### config.mk
export PLATFORM = sky130hd
export DESIGN_NAME = beq_ctrl
export DESIGN_NICKNAME = d
export VERILOG_FILES = /design/src/biquad_cascade_equalizer_core_defines.svh /design/src/beq_pkg.sv /design/src/beq_ctrl.sv
export SDC_FILE = /design/constraint.sdc
export NUM_CORES = 1
export LEC_CHECK = 0
export BUFFER_PORTS_ARGS = -buffer_cell sky130_fd_sc_hd__buf_2
export CORE_MARGIN = 3
export CORE_UTILIZATION = 48
export CTS_CLUSTER_DIAMETER = 150
export CTS_CLUSTER_SIZE = 20
export DETAILED_ROUTE_END_ITERATION = 12
export GPL_TIMING_DRIVEN = 0
export MAX_ROUTING_LAYER = met4
export PLACE_DENSITY_LB_ADDON = 0.1
export SYNTH_ARGS = -nofsm -noshare
export SYNTH_HDL_FRONTEND = slang
export SYNTH_SLANG_ARGS = --single-unit
### constraint.sdc
create_clock -name clk -period 1.78 [get_ports clk]
set_input_delay 0.267 -clock clk [delete_from_list [all_inputs] [get_ports clk]]
set_output_delay 0.267 -clock clk [all_outputs]
set_load 0.02 [all_outputs]
### src/biquad_cascade_equalizer_core_defines.svh
// Assertion helpers for the equalizer core. Both expect clk and rst_n in scope.
`ifndef BIQUAD_CASCADE_EQUALIZER_CORE_DEFINES_SVH
`define BIQUAD_CASCADE_EQUALIZER_CORE_DEFINES_SVH

`ifndef SYNTH
`define BEQ_ASSERT_IMP(lbl, ante, cons, msg) \
  lbl: assert property (@(posedge clk) disable iff (!rst_n) (ante) |-> (cons)) \
    else $error(msg);
`define BEQ_ASSERT_NXT(lbl, ante, cons, msg) \
  lbl: assert property (@(posedge clk) disable iff (!rst_n) (ante) |=> (cons)) \
    else $error(msg);
`else
`define BEQ_ASSERT_IMP(lbl, ante, cons, msg)
`define BEQ_ASSERT_NXT(lbl, ante, cons, msg)
`endif

`endif

### src/beq_pkg.sv
package beq_pkg;

  localparam int NUM_BANDS    = 8;
  localparam int NUM_CHANNELS = 8;
  localparam int SAMPLE_BITS  = 24;
  localparam int COEF_BITS    = 32;
  localparam int COEF_FRAC    = COEF_BITS - 6;
  localparam int NUM_COEFS    = 5;

  localparam int IND_A0 = 0;
  localparam int IND_A1 = 1;
  localparam int IND_A2 = 2;
  localparam int IND_B1 = 3;
  localparam int IND_B2 = 4;

  // fixed field widths
  localparam int CHAN_W     = 3;
  localparam int BIDX_W     = 3;
  localparam int SLOT_W     = 3;
  localparam int ACT_W      = 4;
  localparam int MASK_W     = 8;
  localparam int CFG_IDX_W  = 2;
  localparam int CFG_DATA_W = 8;

  localparam int BAND_W = (NUM_BANDS > 1) ? $clog2(NUM_BANDS) : 1;
  localparam int BCNT_W = $clog2(NUM_BANDS + 1);
  localparam int HROWS  = NUM_BANDS * NUM_CHANNELS;
  localparam int HROW_W = (HROWS > 1) ? $clog2(HROWS) : 1;
  localparam int PROD_W = COEF_BITS + SAMPLE_BITS;
  // five products summed without overflow
  localparam int ACC_W  = PROD_W + 3;

  localparam logic signed [ACC_W-1:0] RND_HALF = ACC_W'(1) << (COEF_FRAC - 1);
  localparam logic signed [ACC_W-1:0] SAT_HI   = (ACC_W'(1) << (SAMPLE_BITS - 1)) - 1;
  localparam logic signed [ACC_W-1:0] SAT_LO   = -SAT_HI - 1;

  localparam logic OP_FILTER = 1'b0;
  localparam logic OP_COEF   = 1'b1;

  localparam logic [CFG_IDX_W-1:0] CFG_EQ_ENABLE    = 2'd0;
  localparam logic [CFG_IDX_W-1:0] CFG_ACTIVE_BANDS = 2'd1;
  localparam logic [CFG_IDX_W-1:0] CFG_BYPASS_MASK  = 2'd2;

  typedef enum logic [2:0] {
    ST_IDLE,
    ST_SCAN,
    ST_MUL,
    ST_ACC,
    ST_FIN,
    ST_DONE
  } state_t;

  typedef struct packed {
    logic                   load;
    logic                   rd;
    logic                   mul;
    logic [SLOT_W-1:0]      slot;
    logic                   fin;
    logic                   emit;
    logic [BAND_W-1:0]      band;
  } cmd_t;

  typedef struct packed {
    logic signed [SAMPLE_BITS-1:0] x1;
    logic signed [SAMPLE_BITS-1:0] x2;
    logic signed [SAMPLE_BITS-1:0] y1;
    logic signed [SAMPLE_BITS-1:0] y2;
  } hist_t;

endpackage

### src/beq_ctrl.sv
module beq_ctrl (
  input  logic                               clk,
  input  logic                               rst_n,
  input  logic                               in_valid,
  output logic                               in_ready,
  input  logic                               in_opcode,
  input  logic [beq_pkg::CHAN_W-1:0]         in_chan_index,
  output logic                               out_valid,
  input  logic                               out_ready,
  input  logic                               cfg_valid,
  output logic                               cfg_ready,
  input  logic [beq_pkg::CFG_IDX_W-1:0]      cfg_index,
  input  logic [beq_pkg::CFG_DATA_W-1:0]     cfg_data,
  output beq_pkg::cmd_t                      cmd
);

  beq_pkg::state_t                 state_r, state_nxt;
  logic [beq_pkg::BCNT_W-1:0]      band_r, band_nxt;
  logic [beq_pkg::SLOT_W-1:0]      slot_r, slot_nxt;
  logic                            out_valid_r, out_valid_nxt;
  logic                            en_r;
  logic [beq_pkg::ACT_W-1:0]       act_r;
  logic [beq_pkg::MASK_W-1:0]      mask_r;

  logic [beq_pkg::BCNT_W-1:0]      n_eff;
  logic [beq_pkg::MASK_W-1:0]      mask_sh;
  logic                            bypass;
  logic                            chan_ok;

  assign n_eff   = (int'(act_r) > beq_pkg::NUM_BANDS) ? beq_pkg::BCNT_W'(beq_pkg::NUM_BANDS)
                                                      : beq_pkg::BCNT_W'(act_r);
  assign mask_sh = mask_r >> band_r;
  // bands above the mask width are never bypassed
  assign bypass  = (int'(band_r) < beq_pkg::MASK_W) && mask_sh[0];
  assign chan_ok = int'(in_chan_index) < beq_pkg::NUM_CHANNELS;

  assign in_ready  = (state_r == beq_pkg::ST_IDLE);
  assign out_valid = out_valid_r;
  assign cfg_ready = 1'b1;

  always_ff @(posedge clk) begin
    if (!rst_n) begin
      state_r     <= beq_pkg::ST_IDLE;
      band_r      <= '0;
      slot_r      <= '0;
      out_valid_r <= 1'b0;
    end else begin
      state_r     <= state_nxt;
      band_r      <= band_nxt;
      slot_r      <= slot_nxt;
      out_valid_r <= out_valid_nxt;
    end
  end

  always_ff @(posedge clk) begin
    if (!rst_n) begin
      en_r   <= 1'b0;
      act_r  <= '0;
      mask_r <= '1;
    end else if (cfg_valid) begin
      case (cfg_index)
        beq_pkg::CFG_EQ_ENABLE:    en_r   <= cfg_data[0];
        beq_pkg::CFG_ACTIVE_BANDS: act_r  <= cfg_data[beq_pkg::ACT_W-1:0];
        beq_pkg::CFG_BYPASS_MASK:  mask_r <= cfg_data[beq_pkg::MASK_W-1:0];
        default: ;
      endcase
    end
  end

  always_comb begin
    state_nxt = state_r;
    band_nxt  = band_r;
    slot_nxt  = slot_r;
    cmd       = '0;
    cmd.band  = band_r[beq_pkg::BAND_W-1:0];
    cmd.slot  = slot_r;
    case (state_r)
      beq_pkg::ST_IDLE: begin
        if (in_valid) begin
          cmd.load = 1'b1;
          if (in_opcode == beq_pkg::OP_FILTER) begin
            band_nxt = '0;
            if (en_r && (act_r != '0) && chan_ok) begin
              state_nxt = beq_pkg::ST_SCAN;
            end else begin
              state_nxt = beq_pkg::ST_DONE;
            end
          end
        end
      end
      beq_pkg::ST_SCAN: begin
        if (band_r == n_eff) begin
          state_nxt = beq_pkg::ST_DONE;
        end else if (bypass) begin
          band_nxt = band_r + 1'b1;
        end else begin
          cmd.rd    = 1'b1;
          slot_nxt  = '0;
          state_nxt = beq_pkg::ST_MUL;
        end
      end
      beq_pkg::ST_MUL: begin
        cmd.mul = 1'b1;
        if (int'(slot_r) == beq_pkg::NUM_COEFS - 1) begin
          state_nxt = beq_pkg::ST_ACC;
        end else begin
          slot_nxt = slot_r + 1'b1;
        end
      end
      beq_pkg::ST_ACC: begin
        state_nxt = beq_pkg::ST_FIN;
      end
      beq_pkg::ST_FIN: begin
        cmd.fin   = 1'b1;
        band_nxt  = band_r + 1'b1;
        state_nxt = beq_pkg::ST_SCAN;
      end
      beq_pkg::ST_DONE: begin
        if (!out_valid_r || out_ready) begin
          cmd.emit  = 1'b1;
          state_nxt = beq_pkg::ST_IDLE;
        end
      end
      default: begin
        state_nxt = beq_pkg::ST_IDLE;
      end
    endcase
    out_valid_nxt = cmd.emit ? 1'b1 : (out_ready ? 1'b0 : out_valid_r);
  end

endmodule

Word level (Yosys, flattened, before mapping) --
Index checks and enable logic that the tools add are counted.
Storage, ports and cells: flip-flop bits (word level) 24, latch bits 0, bits in read-only memories 0, memories kept 0, word-level logic and storage cells 75, output and inout port bits 14, bits in writable memories 0, input port bits 19
Operators by class: divide/modulo/power cells 0, multipliers 0, muxes and demuxes 29, magnitude comparators 2, equal/unequal tests 18, bitwise logic cells 0, reductions and logical operators 16, shifts and indexed selects 1, add/subtract/negate cells 2
Operators by type and width (number):
- $mux W3 | 10
- $mux W4 | 5
- $pmux W3 S6 | 1
- $ne A2 B2 Y1 const B | 8
- $pmux W4 S3 | 1
- $mux W1 | 11
- $reduce_and A5 Y1 | 2
- $eq A3 B3 Y1 const B | 3
- $shr A8 B4 Y1 | 1
- $eq A3 B2 Y1 const B | 2
- $pmux W3 S2 | 1
- $reduce_and A2 Y1 | 3
- $add A4 B1 Y4 const B | 1
- $eq A4 B4 Y1 | 1
- $gt A4 B4 Y1 const B | 1
- $lt A4 B4 Y1 const B | 1
- $reduce_and A4 Y1 | 1
- $reduce_bool A2 Y1 | 2
- $reduce_bool A4 Y1 | 1
- $add A3 B1 Y3 const B | 1
- $eq A3 B1 Y1 const B | 1
- $logic_not A3 Y1 | 1
- $ne A3 B3 Y1 const B | 1
- $reduce_bool A3 Y1 | 1
- other kinds (6) | 7

Logic depth before layout (Yosys ltp) --
Gate-level depths: netlist of the first run.
word-level depth 6, depth in mapped cells 7, mapped depth without buffers 7

Worst setup path after synthesis of the first run --
Ideal clock, no wire load.
path type reg-to-output, from reg band_r[0] (netlist name), to out cmd[9] (netlist name), data required time 1.513 ns, path slack -0.331 ns, arrival time 1.844 ns, cell stages (with the launch flop) 6, buffers on the path 1, path through dfxtp_1 -> buf_4 -> mux2_2 -> nand3b_1 -> a31oi_4 -> nor4_1
RTL lines:
- start: declaration | line beq_ctrl.sv:18 | logic [beq_pkg::BCNT_W-1:0] band_r, band_nxt;
- start signal: assignment | line beq_ctrl.sv:49 | band_r <= band_nxt;
- end: declaration | line beq_ctrl.sv:14 | output beq_pkg::cmd_t cmd

==> results list, run 1 <==
- Share of post-route cells with drive strength above 1: 35.5%
* Drt first-iter violations: 46
* Post-DP Area: 1600 um2
* Hold Slack: 143 ps
- The die is 60.2 um wide.
- The number of placed instances, taps included, is 230.
- Setup repair after global routing missed its margin: true
* Initial antenna violation count: 0
- Synthesized netlist cell count: 171
- The critical path is of the reg -> out type.
- Core area: 2780 um2
- Number of I/O port buffers: 28
- Nets@finish: 240
- Estimated wirelength of the detail-placed design: 2290 um
- For the final database, setup skew stands at 2.32 ps.
- Clock tree from TritonCTS: done
- The min-delay analysis places its worst path in the category in -> reg.
* Later-pin clock latency in the skew report: 320 ps
- After synthesis the netlist holds a flip-flop and latch count of 24.
- Comb pwr share: 33.3%
* Multi-input combinational cell area: 883 um2
* Required time of the critical path: 1510 ps
- The tool flagged a number of max-cap violations equal to 0.
- Kind of start point of the critical path: flip-flop
- Before antenna repair, the detailed router went through 4 iterations.
- Commonest cells post-synth: sky130_fd_sc_hd__nand2_1 (29), sky130_fd_sc_hd__dfxtp_1 (24), sky130_fd_sc_hd__nand3_1 (12)
- In this run the deepest clock path goes through 2 buffers.
- Leakage power: 0.000832 uW
- Along the worst path, the maximum fanout reaches 6.
* Level count of the clock H-tree: 1
- In this run, distinct cell masters in the synthesized netlist total 44.
- The via count of the first global-routing pass came to 1276.
- In the final layout, flip-flops and latches occupy 494 um2.
- STA classifies the critical path endpoint as a primary output.
- STA puts the critical path data arrival time at 1730 ps.
- Dividing the detail-routed via count by the number of cells gives 5.44.
* Sinks on Clock Net: 24
* Standard-cell row count: 19
- The first global-routing pass estimated 5600 um of wire.
- DRC viols: 0
* Worst setup slack after layout: -220 ps
- Area share of the leading cell type in the synthesized netlist: 34.1%
- Entering global routing, the biggest net connects 15 pins.
- Fraction of synthesis flops using an asynchronous set or reset pin: 0%
* Clk network pwr share: 27.3%
- Overall routing resource usage: 20.9%
- Die Span Y: 60.2 um
- Post-CTS clock slew at the launch and capture registers of the worst setup and hold paths: 140 ps
- Based on the critical path, the design can be clocked at up to 500 MHz.
* # diodes: 0
- Summed over all layers, the routed wires come to 3350 um.
- Net count of the mapped netlist: 193
* Overall via count from detail_route: 1350
- Dividing total power by cell area gives a power density of 807 nW/um2.
* Per-instance average area after synthesis: 8.23 um2
- The final reports fail on negative setup slack.
- Post-detailed-route wirelength per cell: 13.5 um
- The completed layout was analyzed and its total power is 1490 uW.
- GP Congestion: 0.790
- For this design the total switching power over the nets is 458 uW.
- Hold_buf cts: 0
* Power share of the sequential group: 39.4%
- Net Sw Frac: 30.7%
* Initial core utilization: 50.6%
- The worst-case IR drop observed on VDD is 0.592 mV.
- The flow ran to the end, but the final reports show violations.
* Number of cells in the finished layout apart from fillers: 248
- Setup violations remaining at the end of the flow were counted as 7.
* Number of endpoints with negative hold slack in the final report: 0
* Layout fillers: 253
- The die covers 3620 um2.
* Most numerous cell in the Yosys netlist: sky130_fd_sc_hd__nand2_1
* Total congestion overflow after global routing: 0
- Post-route fraction of the period consumed by the critical path: 112%
- sky130_fd_sc_hd__dfxtp_1 takes more of the synthesized area than any other cell.
- Final total negative setup slack: -523 ps
- Fraction of the yosys area taken by sequential cells: 34.1%
* Number of enable-type register cells in the synthesized netlist: 0
- Internal power comes to 1030 uW.
* Total clock buffers created by CTS: 3
- Worst rel slew slack: 54.2%
* Most common flop cell mapped by yosys: sky130_fd_sc_hd__dfxtp_1
- Final Slew Violations: 0
- At the pin with the least slew margin, the transition time is 678 ps.
- Summing all non-filler instances in the final layout gives an area of 1850 um2.
- Post-route antenna net violation count: 0
* Post-Synthesis Cell Area: 1410 um2
- Pin placement for this block handled 33 I/O pins.
* Number of warnings printed during yosys synthesis: 0
* Most area-consuming cells after synthesis: sky130_fd_sc_hd__dfxtp_1 (34%), sky130_fd_sc_hd__nand2_1 (7.7%), sky130_fd_sc_hd__mux2i_1 (6.4%)
- The area growth from synthesis to layout is 31.1%.
- Subtracting the final worst setup slack from the clock period gives 2000 ps.
- The tree is rooted in a sky130_fd_sc_hd__clkbuf_4.
[cell families after synthesis]
kind of cell             synth area share [%]
multiplexers                             8.00
flip-flops                               34.1
adder cells (fa/ha/maj)                  2.67
AO/OA/AOI/OAI                            12.6
AND/OR/NAND/NOR                          31.6
buffers and inverters                    7.64
XOR/XNOR                                 3.11
other                                   0.266
[worst max-delay path: stages, from the launching register on]
cell	delay, ps
sky130_fd_sc_hd__dfxtp_4	390
sky130_fd_sc_hd__or3b_4	370
sky130_fd_sc_hd__nand4_1	170
sky130_fd_sc_hd__nor2_4	70
sky130_fd_sc_hd__nor4_4	230
sky130_fd_sc_hd__buf_4	180
[flip-flops by register name, indices dropped and copies added (netlist names)]
signal     cells
act_r          4
out_valid      1
en_r           1
state_r        3
band_r         4
slot_r         3
mask_r         8
[worst paths after layout]
path,start,endpoint,slack (ps),depth (start not counted)
min reg2reg,mask_r[4],mask_r[4],480,2
max reg2reg,band_r[1],band_r[2],-140,7
min,cfg_data[4],mask_r[4],140,3
max,band_r[1],cmd[9],-220,5
[final cells by class]
| type | instances | share of cell area (%) |
|---|---|---|
| Tap cell | 31 | 2.10 |
| Buffer | 13 | 5.49 |
| Timing Repair Buffer | 43 | 14.1 |
| Clock buffer | 3 | 1.22 |
| Multi-Input combinational cell | 129 | 47.9 |
| Sequential cell | 24 | 26.8 |
| Clock inverter | 1 | 1.63 |
| Inverter | 4 | 0.814 |
[placed cells by master, fill, tap and decap left out, drive strengths merged, types with 2 or more instances in the layout]
master,n
dfxtp,24
nand2,29
nor2,10
nor2b,8
nand2b,5
o21ai,2
xor2,2
a21oi,5
o22ai,2
a31oi,2
or2,2
inv,4
clkbuf,7
xnor2,3
buf,52
a311o,2
mux2i,9
and2,2
nor3,4
a21o,2
nor3b,2
o41ai,3
mux2,2
nand4,2
nand3,12
ha,3
nand3b,4
[power groups by stage]
| stage | Clock (uW) | Sequential [uW] | Combinational (uW) |
|---|---|---|---|
| floorplan | 0 | 594 | 289 |
| global placement | 0 | 595 | 370 |
| detailed placement | 0 | 597 | 378 |
| CTS | 412 | 587 | 445 |
| global route | 430 | 592 | 538 |
| finish | 407 | 587 | 497 |
[per-stage QoR]
stage | util (%) | setup slack [ps]
global route | 66.4 | -297
detailed placement | 57.6 | -123
CTS | 64.4 | -216
finish | 66.4 | -220
floorplan | - | 2.42
global placement | 57.6 | -91.5
[per-layer routing]
layer,global-route usage (%),vias to the layer above,wire (um)
li1,-,678,-
met1,23.5,634,1390
met2,38.0,32,1780
met3,2.16,6,138
met4,6.65,0,42
met5,-,-,0
[what timing repair did]
item / CTS / global route
buffers inserted: 9 / 5
endpoints found under the setup margin: 9 / 11
cloned: 1 / 0
resized for setup: 25 / 4
pin swaps: 5 / 1
No activity file was read; power rests on OpenSTA's default activity.
==> inputs of run 2 (changes only) <==
--- a/config.mk
+++ b/config.mk
@@ -7,7 +7,7 @@
 export LEC_CHECK = 0
 export BUFFER_PORTS_ARGS = -buffer_cell sky130_fd_sc_hd__buf_2
 export CORE_MARGIN = 3
-export CORE_UTILIZATION = 48
+export CORE_UTILIZATION = 53
 export CTS_CLUSTER_DIAMETER = 150
 export CTS_CLUSTER_SIZE = 20
 export DETAILED_ROUTE_END_ITERATION = 12
==> constraint.sdc (replaced) <==
create_clock -name clk -period 2.06 [get_ports clk]
set_input_delay 0.309 -clock clk [delete_from_list [all_inputs] [get_ports clk]]
set_output_delay 0.309 -clock clk [all_outputs]
set_load 0.02 [all_outputs]
==> results list, run 2 (synthesis gave the netlist of run 1 again) <==
* 1st-pass router iterations: 4 (unchanged)
* Ratio of routed vias to standard cells: 5.56 (+2.2%)
- The width of the die came to 57.5 um (-4.3%).
* Largest registers: mask_r: 8 flops, act_r: 4 flops, band_r: 4 flops
- The run finished with clean final reports.
* Number of endpoints with negative hold slack in the final report: 0 (unchanged)
- The post-route total power came to 1130 uW (-24%).
* Worst reg2reg path depth: 7 (unchanged)
- The total power density per cell area came to 648 nW/um2 (-20%).
- The number of antenna-violating nets in the routed design is 0 (unchanged).
- The initial antenna violation count came to 0 (unchanged).
- Standard-cell row count: 18 (-1)
- The final max-slew violation count came to 0 (unchanged).
- The sum of routed wire length over all layers is 3060 um (-8.5%).
- The global-route total usage across every layer is 21.2% (+0.30 points).
- In this run the most critical hold path is launched from cfg_data[6].
- The setup path with the least slack is of type reg -> out.
* Arr. time, crit path: 1720 ps (about the same)
- Total clock buffers created by CTS: 3 (unchanged)
- The relative slew slack was 45.7% (-8.5 points).
- Pin slew with the least headroom to its limit: 804 ps (+126 ps)
- Drt first-iter violations: 32 (-30%)
* Nets@finish: 233 (-2.9%)
- Vias in the first global route: 1314 (+3.0%)
* GP Congestion: 0.797 (+0.87%)
* # diodes: 0 (unchanged)
- Share of post-route cells with drive strength above 1: 31.4% (-4.1 points)
- The number of max-cap violations came to 0 (unchanged).
- Kind of start point of the critical path: flip-flop
- Clock tree from TritonCTS: done
* Critical register-to-register path endpoint: band_r[2]
- The filler cell count in the final layout was 223 (-12%).
- Global-route wire length before repair: 5490 um (-2.1%)
* Later-pin clock latency in the skew report: 310 ps (about the same)
* Largest register by flop count: mask_r
- Cell chosen for the clock root: sky130_fd_sc_hd__clkbuf_4
- Setup repair after global routing could not meet its margin everywhere.
- Final total negative setup slack: 0 ps (+523 ps)
* Initial core utilization: 56.3% (+5.7 points)
- The worst register-to-register path begins at band_r[1].
- CP max FO: 5 (-1)
- For this run, the top clock speed supported by timing is 494 MHz.
- Setup slack of the worst register-to-register path: 120 ps (+260 ps)
* Required time of the critical path: 1750 ps (+240 ps)
- The number of top-level pins is 33 (unchanged).
- The footprint of the multi-input gates is 878 um2 (-0.57%).
- The maximum number of pins on one net before global-route repair came to 14 (-1).
- The remaining global-route overflow is 0 (unchanged).
* Max reg flops: 8 (unchanged)
* Maximum vdd ir drop: 0.515 mV (-13%)
- The static leakage is 0.000781 uW (-6.2%).
- The detailed placer's ending HPWL came to 2270 um (-0.62%).
- Most used cells in the layout excluding fill and tap cells: sky130_fd_sc_hd__nand2_1 (29), sky130_fd_sc_hd__buf_2 (28), sky130_fd_sc_hd__dfxtp_1 (20)
- Shortest clock period the worst path allows after layout: 2030 ps
- The total clock sinks came to 24 (unchanged).
- Most frequent standard cell in the layout excluding fill and tap cells: sky130_fd_sc_hd__nand2_1
- The CTS H-tree depth came to 1 (unchanged).
- Clock Skew: 4.38 ps (+2.06 ps)
* Worst hold path type: in -> reg
- Number of I/O port buffers: 28 (unchanged)
- The area growth from synthesis to layout is 24.4%.
* Number of buffers between clock root and the deepest sink: 2 (unchanged)
- Combined flip-flop and latch cell area: 488 um2 (-1.3%)
- Post-CTS clock slew at the launch and capture registers of the worst setup and hold paths: 130 ps (about the same)
* Hold Slack: 212 ps (+68.9 ps)
- Post-detailed-route wirelength per cell: 12.8 um (-5.5%)
* Core area: 2500 um2 (-10%)
- The total die area came to 3310 um2 (-8.5%).
* Endpoints failing setup: 0 (-7)
- The worst path uses 98.3% of the clock period.
- Overall via count from detail_route: 1335 (-1.1%)
* Cell depth of the worst min-delay path: 3 (unchanged)
- The DRC violations left was 0 (unchanged).
- Endpoint, Worst Hold: mask_r[6]
- Die Span Y: 57.5 um (-4.3%)
- Category of the worst setup path capture point: primary output
run 2: cell count changes in the layout (fill, tap and decap cells not counted), moves of 2 or more:
cell,before,now
sky130_fd_sc_hd__buf_6,6,3
sky130_fd_sc_hd__dfxtp_2,5,3
sky130_fd_sc_hd__dfxtp_1,17,20
sky130_fd_sc_hd__buf_4,18,14
run 2: metal layers:
layer / GRT usage (%) / part of all wire (%) / routed length, um / vias to the layer above
met3: 2.49 / 5.2 / 159 / 9
met1: 23.8 / 41 / 1250 / 617
li1: - / - / - / 667
met5: - / 0 / 0 / -
met4: 7.62 / 2.3 / 71 / 0
met2: 38.1 / 52 / 1580 / 42
run 2: where the power goes:
part | switching, uW | internal [uW]
logic | 209 | 174
registers | 15.8 | 489
clock network | 138 | 108
total | 363 | 771
run 2: critical path, stage by stage, from the launching register on:
cell and delay [ps]:
sky130_fd_sc_hd__dfxtp_4 380, sky130_fd_sc_hd__buf_4 140, sky130_fd_sc_hd__mux2i_1 110, sky130_fd_sc_hd__o32a_1 320
sky130_fd_sc_hd__a31oi_4 240, sky130_fd_sc_hd__nor4_4 50, sky130_fd_sc_hd__buf_4 160
run 2: final cells by class:
cell class | instances | share of cell area (%)
Multi-Input combinational cell | 129 | 50.2
Sequential cell | 24 | 27.9
Timing Repair Buffer | 36 | 11.6
Buffer | 13 | 5.29
Tap cell | 30 | 2.14
Clock buffer | 4 | 2.07
Inverter | 4 | 0.858
run 2: how the worst max path moves through the flow:
stage                     slack, ps         to       from  cells past startpoint
after detailed placement        100  band_r[2]  in_opcode                      6
after global routing            -60     cmd[9]  band_r[0]                      7
final                            30     cmd[9]  band_r[1]                      6
after global placement          130     cmd[9]  band_r[0]                      6
after CTS                         6     cmd[9]  band_r[1]                      6
after floorplan                 150     cmd[9]  band_r[0]                      5
run 2: repair_timing:
item / CTS / global route
setup endpoints to repair: 1 / 4
resized for setup: 15 / 7
buffers inserted: 9 / 0
pin swaps: 5 / 1
hold buffers: 0 / 0
run 2: through the flow:
stage	utilization [%]	setup WS, ps	instance area, um2	std cells
floorplan	-	153	1410	171
global placement	63.7	127	1590	229
detailed placement	63.7	96.3	1590	229
CTS	68.6	6.30	1710	240
global route	70.0	-64.0	1750	240
finish	70.0	34.8	1750	240
